--- config.mk ---
export PLATFORM = sky130hd
export DESIGN_NAME = epoch_seconds_to_calendar
export DESIGN_NICKNAME = d
export VERILOG_FILES = /design/src/rtl/esc_pkg.sv /design/src/rtl/esc_ctrl.sv /design/src/rtl/esc_dp.sv /design/src/rtl/epoch_seconds_to_calendar.sv
export SDC_FILE = /design/constraint.sdc
export NUM_CORES = 2
export LEC_CHECK = 0
export ABC_AREA = 1
export BUFFER_PORTS_ARGS = -buffer_cell sky130_fd_sc_hd__buf_2
export CAP_MARGIN = 0
export CORE_ASPECT_RATIO = 0.6
export CORE_MARGIN = 2
export CORE_UTILIZATION = 65
export CTS_CLUSTER_SIZE = 10
export DETAILED_ROUTE_END_ITERATION = 10
export PLACE_DENSITY = 0.95
export SLEW_MARGIN = 0
export SYNTH_ARGS = -nofsm -noshare
export SYNTH_HDL_FRONTEND = slang
export SYNTH_SLANG_ARGS = --single-unit
export TNS_END_PERCENT = 20
--- constraint.sdc ---
create_clock -name clk -period 11.23 [get_ports clk]
set_input_delay 1.6845 -clock clk [delete_from_list [all_inputs] [get_ports clk]]
set_output_delay 1.6845 -clock clk [all_outputs]
set_load 0.05 [all_outputs]
--- src/rtl/esc_pkg.sv ---
// Types, constants and month table shared by the epoch-to-calendar block.
`default_nettype none
package esc_pkg;

  localparam int CNT_W      = 32;
  localparam int REM_W      = 6;
  localparam int DAY_W      = 16;
  localparam int YEAR_W     = 12;
  localparam int YEAR_INT_W = YEAR_W + 1;
  localparam int OUT_W      = 40;

  localparam logic [REM_W-1:0] SECS_PER_MIN  = 6'd60;
  localparam logic [REM_W-1:0] MINS_PER_HOUR = 6'd60;
  localparam logic [REM_W-1:0] HOURS_PER_DAY = 6'd24;

  // floor(n / 60) = (n * RECIP_60) >> SHIFT_60, floor(n / 24) likewise, for any 32-bit n
  localparam logic [CNT_W-1:0] RECIP_60 = 32'h8888_8889;
  localparam int               SHIFT_60 = 37;
  localparam logic [CNT_W-1:0] RECIP_24 = 32'hAAAA_AAAB;
  localparam int               SHIFT_24 = 36;

  localparam logic [8:0] DAYS_LEAP_YEAR   = 9'd366;
  localparam logic [8:0] DAYS_COMMON_YEAR = 9'd365;

  localparam logic [YEAR_W-1:0] EPOCH_RESET = 12'd1970;
  localparam logic [YEAR_W-1:0] YEARS_400   = 12'd400;
  localparam logic [YEAR_W-1:0] CENT_1      = 12'd100;
  localparam logic [YEAR_W-1:0] CENT_2      = 12'd200;
  localparam logic [YEAR_W-1:0] CENT_3      = 12'd300;
  localparam logic [YEAR_W-1:0] CYCLE_LAST  = 12'd399;

  localparam logic [3:0] MONTH_JAN = 4'd0;
  localparam logic [3:0] MONTH_FEB = 4'd1;
  localparam logic [3:0] MONTH_DEC = 4'd11;

  typedef enum logic [1:0] {
    DIV_SEC  = 2'd0,
    DIV_MIN  = 2'd1,
    DIV_HOUR = 2'd2
  } div_sel_t;

  typedef struct packed {
    logic     load_in;
    logic     div_step;
    logic     div_done;
    div_sel_t div_sel;
    logic     m400_step;
    logic     year_step;
    logic     month_step;
    logic     load_out;
  } cmd_t;

  typedef struct packed {
    logic m400_ge;
    logic year_done;
    logic month_done;
    logic out_free;
  } sts_t;

  // common-year month lengths, January is index 0
  function automatic logic [4:0] month_len(input logic [3:0] m);
    logic [4:0] len;
    case (m)
      4'd1:                      len = 5'd28;
      4'd3, 4'd5, 4'd8, 4'd10:   len = 5'd30;
      default:                   len = 5'd31;
    endcase
    return len;
  endfunction

endpackage
`default_nettype wire

--- src/rtl/esc_ctrl.sv ---
// Sequencer for the epoch-to-calendar datapath: divide, mod-400 reduction, year walk, month walk, hand-off.
`default_nettype none
module esc_ctrl (
  input  wire logic          clk,
  input  wire logic          rst_n,
  input  wire logic          in_tvalid,
  output logic               in_tready,
  output esc_pkg::cmd_t      cmd,
  input  wire esc_pkg::sts_t sts
);
  import esc_pkg::*;

  typedef enum logic [5:0] {
    ST_IDLE  = 6'b000001,
    ST_DIV   = 6'b000010,
    ST_M400  = 6'b000100,
    ST_YEAR  = 6'b001000,
    ST_MONTH = 6'b010000,
    ST_DONE  = 6'b100000
  } state_t;

  state_t     state_r, state_nxt;
  logic       rem_phase_r, rem_phase_nxt;
  div_sel_t   sel_r, sel_nxt;

  always_comb begin
    state_nxt     = state_r;
    rem_phase_nxt = rem_phase_r;
    sel_nxt       = sel_r;
    cmd           = '0;
    cmd.div_sel   = sel_r;
    case (state_r)
      ST_IDLE: begin
        if (in_tvalid) begin
          cmd.load_in   = 1'b1;
          rem_phase_nxt = 1'b0;
          sel_nxt       = DIV_SEC;
          state_nxt     = ST_DIV;
        end
      end
      ST_DIV: begin
        if (!rem_phase_r) begin
          cmd.div_step  = 1'b1;
          rem_phase_nxt = 1'b1;
        end else begin
          cmd.div_done  = 1'b1;
          rem_phase_nxt = 1'b0;
          case (sel_r)
            DIV_SEC:  sel_nxt = DIV_MIN;
            DIV_MIN:  sel_nxt = DIV_HOUR;
            default:  state_nxt = ST_M400;
          endcase
        end
      end
      ST_M400: begin
        if (sts.m400_ge) begin
          cmd.m400_step = 1'b1;
        end else begin
          state_nxt = ST_YEAR;
        end
      end
      ST_YEAR: begin
        if (sts.year_done) begin
          state_nxt = ST_MONTH;
        end else begin
          cmd.year_step = 1'b1;
        end
      end
      ST_MONTH: begin
        if (sts.month_done) begin
          state_nxt = ST_DONE;
        end else begin
          cmd.month_step = 1'b1;
        end
      end
      ST_DONE: begin
        if (sts.out_free) begin
          cmd.load_out = 1'b1;
          state_nxt    = ST_IDLE;
        end
      end
      default: begin
        state_nxt = ST_IDLE;
      end
    endcase
  end

  always_ff @(posedge clk) begin
    if (!rst_n) begin
      state_r     <= ST_IDLE;
      rem_phase_r <= 1'b0;
      sel_r       <= DIV_SEC;
    end else begin
      state_r     <= state_nxt;
      rem_phase_r <= rem_phase_nxt;
      sel_r       <= sel_nxt;
    end
  end

  assign in_tready = (state_r == ST_IDLE);

`ifndef SYNTH
  a_busy_after_accept: assert property (@(posedge clk) disable iff (!rst_n)
    (in_tvalid && in_tready) |=> !in_tready)
    else $error("input taken while a beat is in progress");
  a_load_only_when_free: assert property (@(posedge clk) disable iff (!rst_n)
    cmd.load_out |-> sts.out_free)
    else $error("result register overwritten");
  a_rem_after_quotient: assert property (@(posedge clk) disable iff (!rst_n)
    cmd.div_step |=> cmd.div_done)
    else $error("remainder not taken after quotient");
`endif

endmodule
`default_nettype wire

--- src/rtl/esc_dp.sv ---
// Datapath: reciprocal-multiply constant divider, leap tracking, year and month walk, result reg.
`default_nettype none
module esc_dp (
  input  wire logic                         clk,
  input  wire logic                         rst_n,
  input  wire logic [esc_pkg::YEAR_W-1:0]   epoch_year,
  input  wire logic [esc_pkg::CNT_W-1:0]    in_tdata,
  input  wire esc_pkg::cmd_t                cmd,
  output esc_pkg::sts_t                     sts,
  output logic                              out_tvalid,
  input  wire logic                         out_tready,
  output logic [esc_pkg::OUT_W-1:0]         out_tdata
);
  import esc_pkg::*;

  logic [CNT_W-1:0]      n_r;
  logic [CNT_W-1:0]      q_r;
  logic [5:0]            sec_r, min_r;
  logic [4:0]            hour_r;
  logic [YEAR_INT_W-1:0] year_r;
  logic [YEAR_W-1:0]     m400_r;
  logic [3:0]            month_r;
  logic                  out_valid_r;
  logic [OUT_W-1:0]      out_data_r;

  logic [REM_W-1:0]   divisor;
  logic [CNT_W-1:0]   recip;
  logic [2*CNT_W-1:0] prod;
  logic [CNT_W-1:0]   q_calc;
  logic [REM_W-1:0]   rem_step;
  logic               leap, cent;
  logic [8:0]         ylen;
  logic [4:0]         mlen;
  logic [4:0]         day;

  always_comb begin
    case (cmd.div_sel)
      DIV_SEC: begin
        divisor = SECS_PER_MIN;
        recip   = RECIP_60;
      end
      DIV_MIN: begin
        divisor = MINS_PER_HOUR;
        recip   = RECIP_60;
      end
      DIV_HOUR: begin
        divisor = HOURS_PER_DAY;
        recip   = RECIP_24;
      end
      default: begin
        divisor = SECS_PER_MIN;
        recip   = RECIP_60;
      end
    endcase
  end

  // quotient registered first, remainder from the registered quotient in the next cycle
  assign prod     = 64'(n_r) * 64'(recip);
  assign q_calc   = (cmd.div_sel == DIV_HOUR) ? CNT_W'(prod >> SHIFT_24)
                                              : CNT_W'(prod >> SHIFT_60);
  assign rem_step = REM_W'(n_r - q_r * CNT_W'(divisor));

  assign cent = m400_r inside {CENT_1, CENT_2, CENT_3};
  assign leap = (m400_r == '0) || ((year_r[1:0] == 2'd0) && !cent);
  assign ylen = leap ? DAYS_LEAP_YEAR : DAYS_COMMON_YEAR;
  assign mlen = month_len(month_r) + {4'd0, (month_r == MONTH_FEB) && leap};
  assign day  = n_r[4:0] + 5'd1;

  assign sts.m400_ge    = (m400_r >= YEARS_400);
  assign sts.year_done  = (n_r[DAY_W-1:0] < {7'd0, ylen});
  assign sts.month_done = (n_r[DAY_W-1:0] < {11'd0, mlen}) || (month_r == MONTH_DEC);
  assign sts.out_free   = !out_valid_r || out_tready;

  always_ff @(posedge clk) begin
    if (cmd.load_in) begin
      n_r     <= in_tdata;
      year_r  <= {1'b0, epoch_year};
      m400_r  <= epoch_year;
      month_r <= MONTH_JAN;
    end
    if (cmd.div_step) begin
      q_r <= q_calc;
    end
    if (cmd.div_done) begin
      n_r <= q_r;
      case (cmd.div_sel)
        DIV_SEC:  sec_r  <= rem_step;
        DIV_MIN:  min_r  <= rem_step;
        default:  hour_r <= rem_step[4:0];
      endcase
    end
    if (cmd.m400_step) begin
      m400_r <= m400_r - YEARS_400;
    end
    if (cmd.year_step) begin
      n_r    <= n_r - {23'd0, ylen};
      year_r <= year_r + 13'd1;
      m400_r <= (m400_r == CYCLE_LAST) ? '0 : m400_r + 12'd1;
    end
    if (cmd.month_step) begin
      n_r     <= n_r - {27'd0, mlen};
      month_r <= month_r + 4'd1;
    end
    if (cmd.load_out) begin
      out_data_r <= {2'b00, year_r[YEAR_W-1:0], month_r + 4'd1, day, hour_r, min_r, sec_r};
    end
  end

  always_ff @(posedge clk) begin
    if (!rst_n) begin
      out_valid_r <= 1'b0;
    end else if (cmd.load_out) begin
      out_valid_r <= 1'b1;
    end else if (out_tready) begin
      out_valid_r <= 1'b0;
    end
  end

  assign out_tvalid = out_valid_r;
  assign out_tdata  = out_data_r;

`ifndef SYNTH
  a_day_count_fits: assert property (@(posedge clk) disable iff (!rst_n)
    cmd.year_step |-> (n_r[CNT_W-1:DAY_W] == '0))
    else $error("day count wider than expected in year walk");
  a_cycle_in_range: assert property (@(posedge clk) disable iff (!rst_n)
    cmd.year_step |-> (m400_r < YEARS_400))
    else $error("400-year position out of range");
  a_month_bounded: assert property (@(posedge clk) disable iff (!rst_n)
    cmd.month_step |-> (month_r != MONTH_DEC))
    else $error("month walk past December");
`endif

endmodule
`default_nettype wire

--- src/rtl/epoch_seconds_to_calendar.sv ---
// Top level: epoch seconds to Gregorian date and time, with base-year register.
//
// Input beat: in_tdata carries a 32-bit unsigned seconds count since midnight,
// January 1 of the base year. Output beat: one date/time per input beat.
// Base year is written through cfg_valid/cfg_data (always ready, resets to 1970);
// write it only while the block is idle.
// Processing: after the accept, division by 60, 60 and 24 (reciprocal multiply,
// then remainder), reduction of the base year mod 400, one step per elapsed
// year, one step per elapsed month, and a load of the result register, after
// which out_tvalid rises.
// One item is in work at a time; in_tready is high only when idle, so a new beat
// is not taken until the previous one has been loaded into the result register.
// The result register frees the core: a new beat can be taken while the
// previous result still waits on a stalled out_tready. If that result is still
// waiting when the next one is ready, the core holds and in_tready stays low.
// Reset (rst_n low, synchronous) drops out_tvalid and returns to idle.
`default_nettype none
module epoch_seconds_to_calendar (
  input  wire logic        clk,
  input  wire logic        rst_n,
  input  wire logic        in_tvalid,
  output logic             in_tready,
  input  wire logic [31:0] in_tdata,   // [31:0] seconds_count
  output logic             out_tvalid,
  input  wire logic        out_tready,
  output logic [39:0]      out_tdata,  // [5:0] sec_of_min, [11:6] min_of_hour,
                                       // [16:12] hour_of_day, [21:17] day_of_month,
                                       // [25:22] month_num, [37:26] year_num, [39:38] zero
  input  wire logic        cfg_valid,
  output logic             cfg_ready,
  input  wire logic [11:0] cfg_data    // epoch_year
);
  import esc_pkg::*;

  logic [YEAR_W-1:0] epoch_r;
  cmd_t              cmd;
  sts_t              sts;

  assign cfg_ready = 1'b1;

  always_ff @(posedge clk) begin
    if (!rst_n) begin
      epoch_r <= EPOCH_RESET;
    end else if (cfg_valid && cfg_ready) begin
      epoch_r <= cfg_data;
    end
  end

  esc_ctrl u_ctrl (
    .clk       (clk),
    .rst_n     (rst_n),
    .in_tvalid (in_tvalid),
    .in_tready (in_tready),
    .cmd       (cmd),
    .sts       (sts)
  );

  esc_dp u_dp (
    .clk        (clk),
    .rst_n      (rst_n),
    .epoch_year (epoch_r),
    .in_tdata   (in_tdata),
    .cmd        (cmd),
    .sts        (sts),
    .out_tvalid (out_tvalid),
    .out_tready (out_tready),
    .out_tdata  (out_tdata)
  );

endmodule
`default_nettype wire
==> results <==
- Global routing used about 47% of the available tracks across all layers.
- The first routing iteration left between 3000 and 4000 violations.
- The tightest min-delay check is of the register to register type.
- TritonCTS built the clock tree.
- The cell type with the highest occurrence count on the critical path is sky130_fd_sc_hd__inv_1.
- The synthesized design contains 143 enable-type register cells.
- The flip-flop and latch count after synthesis is ~170.
- For the pin with the worst max-slew slack, the measured transition is roughly 1.2 ns.
- The cell with the most instances after synthesis is sky130_fd_sc_hd__inv_1.
- Headroom to the max-slew limit came out at 19.6%.
- sky130_fd_sc_hd__fa_1 takes more of the synthesized area than any other cell.
- The startpoint-to-endpoint class of the critical path is register to register.
- Entering global routing, the biggest net connects just over 60 pins.
- In the synthesized netlist the dominant register cell turns out to be sky130_fd_sc_hd__edfxtp_1.
- The number of antenna violations at the first check in global routing was 5.
- The number of fill cells in the layout is roughly 3600.
- The post-synth design cell area is between 20000 and 30000 µm².
- The slowest stage cell on the critical path is sky130_fd_sc_hd__nor4_1.
- Derived from the worst setup path, the maximum achievable clock frequency is 106 MHz.
- In this run the worst path has a maximum fanout of 61.
- The final critical-path required period is between 9 and 10 ns.
- Clock skew on the completed layout was measured at 0.0262 ns.
- The proportion of synthesized flip-flops having asynchronous set or reset is 0%.
- In the final routed layout, each cell accounts on average for 25.3 µm.
- Counting distinct cell types in the post-synthesis netlist gives 57.
- The mean cell area of the mapped netlist is just over 8 µm².
- The longest clock path from root to sink contains 2 buffers.
- The overall overflow remaining after global route is 0.
- The commonest cells after synthesis are sky130_fd_sc_hd__inv_1, sky130_fd_sc_hd__nand2_1, sky130_fd_sc_hd__ha_1, sky130_fd_sc_hd__fa_1, sky130_fd_sc_hd__nor2_1.
- The die height is approximately 170 µm.
- The area enclosed by the die boundary is 46500 µm².
- The hold violation count in the final report is 0.
- After detailed routing, the number of vias per cell comes to roughly 6.0.
- The number of top-level pins is 92.
- The run finished with clean final reports.
- The number of nets with antenna violations after detailed routing is 0.
- In the finished design, the share of the clock period the worst path needs comes to a little over four fifths.
- The global-route wire length before repair is between 150000 and 200000 µm.
- The final layout contains routed wiring with a total length of 108000 µm.
- STA puts the critical path data required time at about 11 ns.
- The count of final setup violators is 0.
- Cells fill 70.2% of the core in the end.
- The sequential cells in the finished layout cover a total of between 4000 and 5000 µm².
- The number of buffers inserted for hold repair after clock tree synthesis is 0.
- STA classifies the critical path startpoint as a register.
- The area fraction of the dominant cell type after synthesis is roughly 27%.
- The depth of the CTS H-tree is 4.
- The post-CTS setup buffer count is 0.
- The root buffer cell is sky130_fd_sc_hd__clkbuf_16.
- The first TritonRoute pass finished after 7 iterations.
- The via count of the first global-routing pass is roughly 25000.
- For the final routed database, the setup TNS stands at 0 ns.
- The worst-skew pair later-pin latency is ~0.47 ns.
- The kind of capture point of the worst setup path is a register.
- The largest stage delay on the critical path is 0.60 ns.
- Ranked by total cell area, the synthesized netlist is headed by sky130_fd_sc_hd__fa_1, sky130_fd_sc_hd__ha_1, sky130_fd_sc_hd__edfxtp_1.
- The clock transition time at the flip-flop clock pins of the worst setup and hold paths is 0.09 ns.
- The count of buffers added on input and output ports is 88.
- The kind of cell adding the most delay to the critical path is adder cells.
- Setup repair after global routing left no endpoint under its margin.
- The clock net in this run drives a total of ~170 sinks.
- The die is between 200 and 300 µm wide.
- The final count of pins violating max slew is 0.
- The number of CTS-inserted buffers is 17.
- The overall via count from detail_route is 25600.
- In the routed design, unresolved DRC markers number 0.
- The count of synthesis-stage warnings from yosys is 0.
- After clock tree synthesis, the repair step resized 0 gates.
- In this run the core area contains 59 standard-cell rows.
- Of the cells placed in the final design, the portion with a size suffix greater than 1 is 5.47%.
- The multi-input combinational cells in the finished layout cover a total of 20400 µm².
- The data arrival time of the worst path is between 9 and 10 ns.
- After legalization and detailed placement, the total HPWL measured slightly above 90000 µm.
- The initial cell density of the core is around 66%.
- The final weighted congestion in routability-driven placement is between 1 and 1.5.
- The area of the core region is around 44000 µm².
- The post-synthesis sequential area ratio is between 15 and 20%.
- The area growth from synthesis to layout is 5.52%.
- The critical path contains buffers and inverters numbering 7 combined.
- Across the run, the number of max-cap violations was 0.
- Counting every instance in the synthesized netlist gives about 3600.
- The final net count is about 4500.
[kinds of logic after synthesis]
| kind of cell | share of synthesized area [%] |
|---|---|
| buffers and inverters | 13.7 |
| other | 0.0258 |
| and+or+nand+nor | 18.0 |
| xor gates and xnor gates | 2.20 |
| DFF | 16.3 |
| AOI/OAI and AO/OA | 5.90 |
| muxes | 0.0688 |
| adders and majority gates | 43.8 |
[registers in the layout, indices dropped and copies added (netlist names), 12 cells and up]
signal	count
epoch_r	12
u_dp.q_r	28
u_dp.n_r	32
u_dp.m400_r	12
u_dp.out_tdata	38
u_dp.year_r	12
[final timing paths]
path,start,endpoint,cells after the start,slack [ns]
max reg2reg,u_ctrl.sel_r[1],u_dp.q_r[13],29,1.77
max,u_ctrl.sel_r[1],u_dp.q_r[13],29,1.77
min,u_dp.hour_r[2],u_dp.out_tdata[14],0,0.42
min reg2reg,u_dp.hour_r[2],u_dp.out_tdata[14],0,0.42
[routing by layer]
metal	global-route usage, %	up-vias	share of wire (%)
li1	-	11200	-
met1	67.1	12100	40
met2	58.0	2062	36
met3	29.3	201	20
met4	14.7	4	3.6
met5	2.67	-	0.14
[stage by stage]
| step | std cells | hold WS (ns) | cell area (µm²) | worst slack [ns] |
|---|---|---|---|---|
| finish | 4291 | 0.420 | 30700 | 1.77 |
| global route | 4289 | 0.432 | 30700 | 1.54 |
| CTS | 4288 | 0.425 | 30700 | 2.06 |
| detailed placement | 4256 | 0.405 | 30100 | 2.11 |
| global placement | 4256 | 0.402 | 30100 | 2.02 |
| floorplan | 3620 | 0.400 | 29100 | 4.35 |
[placed cells by master (no fill, tap or decap), drive strengths merged, types with 2 or more instances in the layout]
| master | n |
|---|---|
| a21o | 5 |
| conb | 3 |
| o211ai | 12 |
| clkinv | 10 |
| a21boi | 4 |
| nor4 | 14 |
| nor2 | 343 |
| edfxtp | 143 |
| o21a | 7 |
| xnor2 | 15 |
| nand4 | 25 |
| o21bai | 14 |
| diode | 3 |
| fa | 390 |
| xor2 | 58 |
| o221ai | 5 |
| a21oi | 125 |
| nand3 | 159 |
| nor3 | 24 |
| buf | 97 |
| clkbuf | 17 |
| o22ai | 2 |
| inv | 1005 |
| nand2 | 649 |
| o21ai | 119 |
| mux2i | 2 |
| ha | 395 |
| or2 | 11 |
| and3 | 4 |
| nand3b | 13 |
| dfxtp | 22 |
| a31oi | 9 |
[cell type report]
type | count | area share (%)
inverter | 1001 | 12.2
tap | 579 | 2.36
multi-input combinational | 2414 | 66.4
clock inverter | 15 | 0.521
antenna | 3 | 0.0244
clock buffer | 17 | 1.39
sequential | 165 | 15.4
timing repair buffer | 97 | 1.65
[worst register-to-register path: cells and delay by family, from the launching register on]
| family | cells | cell delay [ns] |
|---|---|---|
| AOI/OAI and AO/OA | 1 | 0.49 |
| adders and majority gates | 8 | 3.75 |
| buffers and inverters | 7 | 0.76 |
| and+or+nand+nor | 12 | 3.16 |
| DFF | 1 | 0.58 |
| xor gates and xnor gates | 1 | 0.45 |
Power is left out: the tool's default activity adds up to more than one toggle a clock period on the data nets, which glitch-free logic cannot reach.
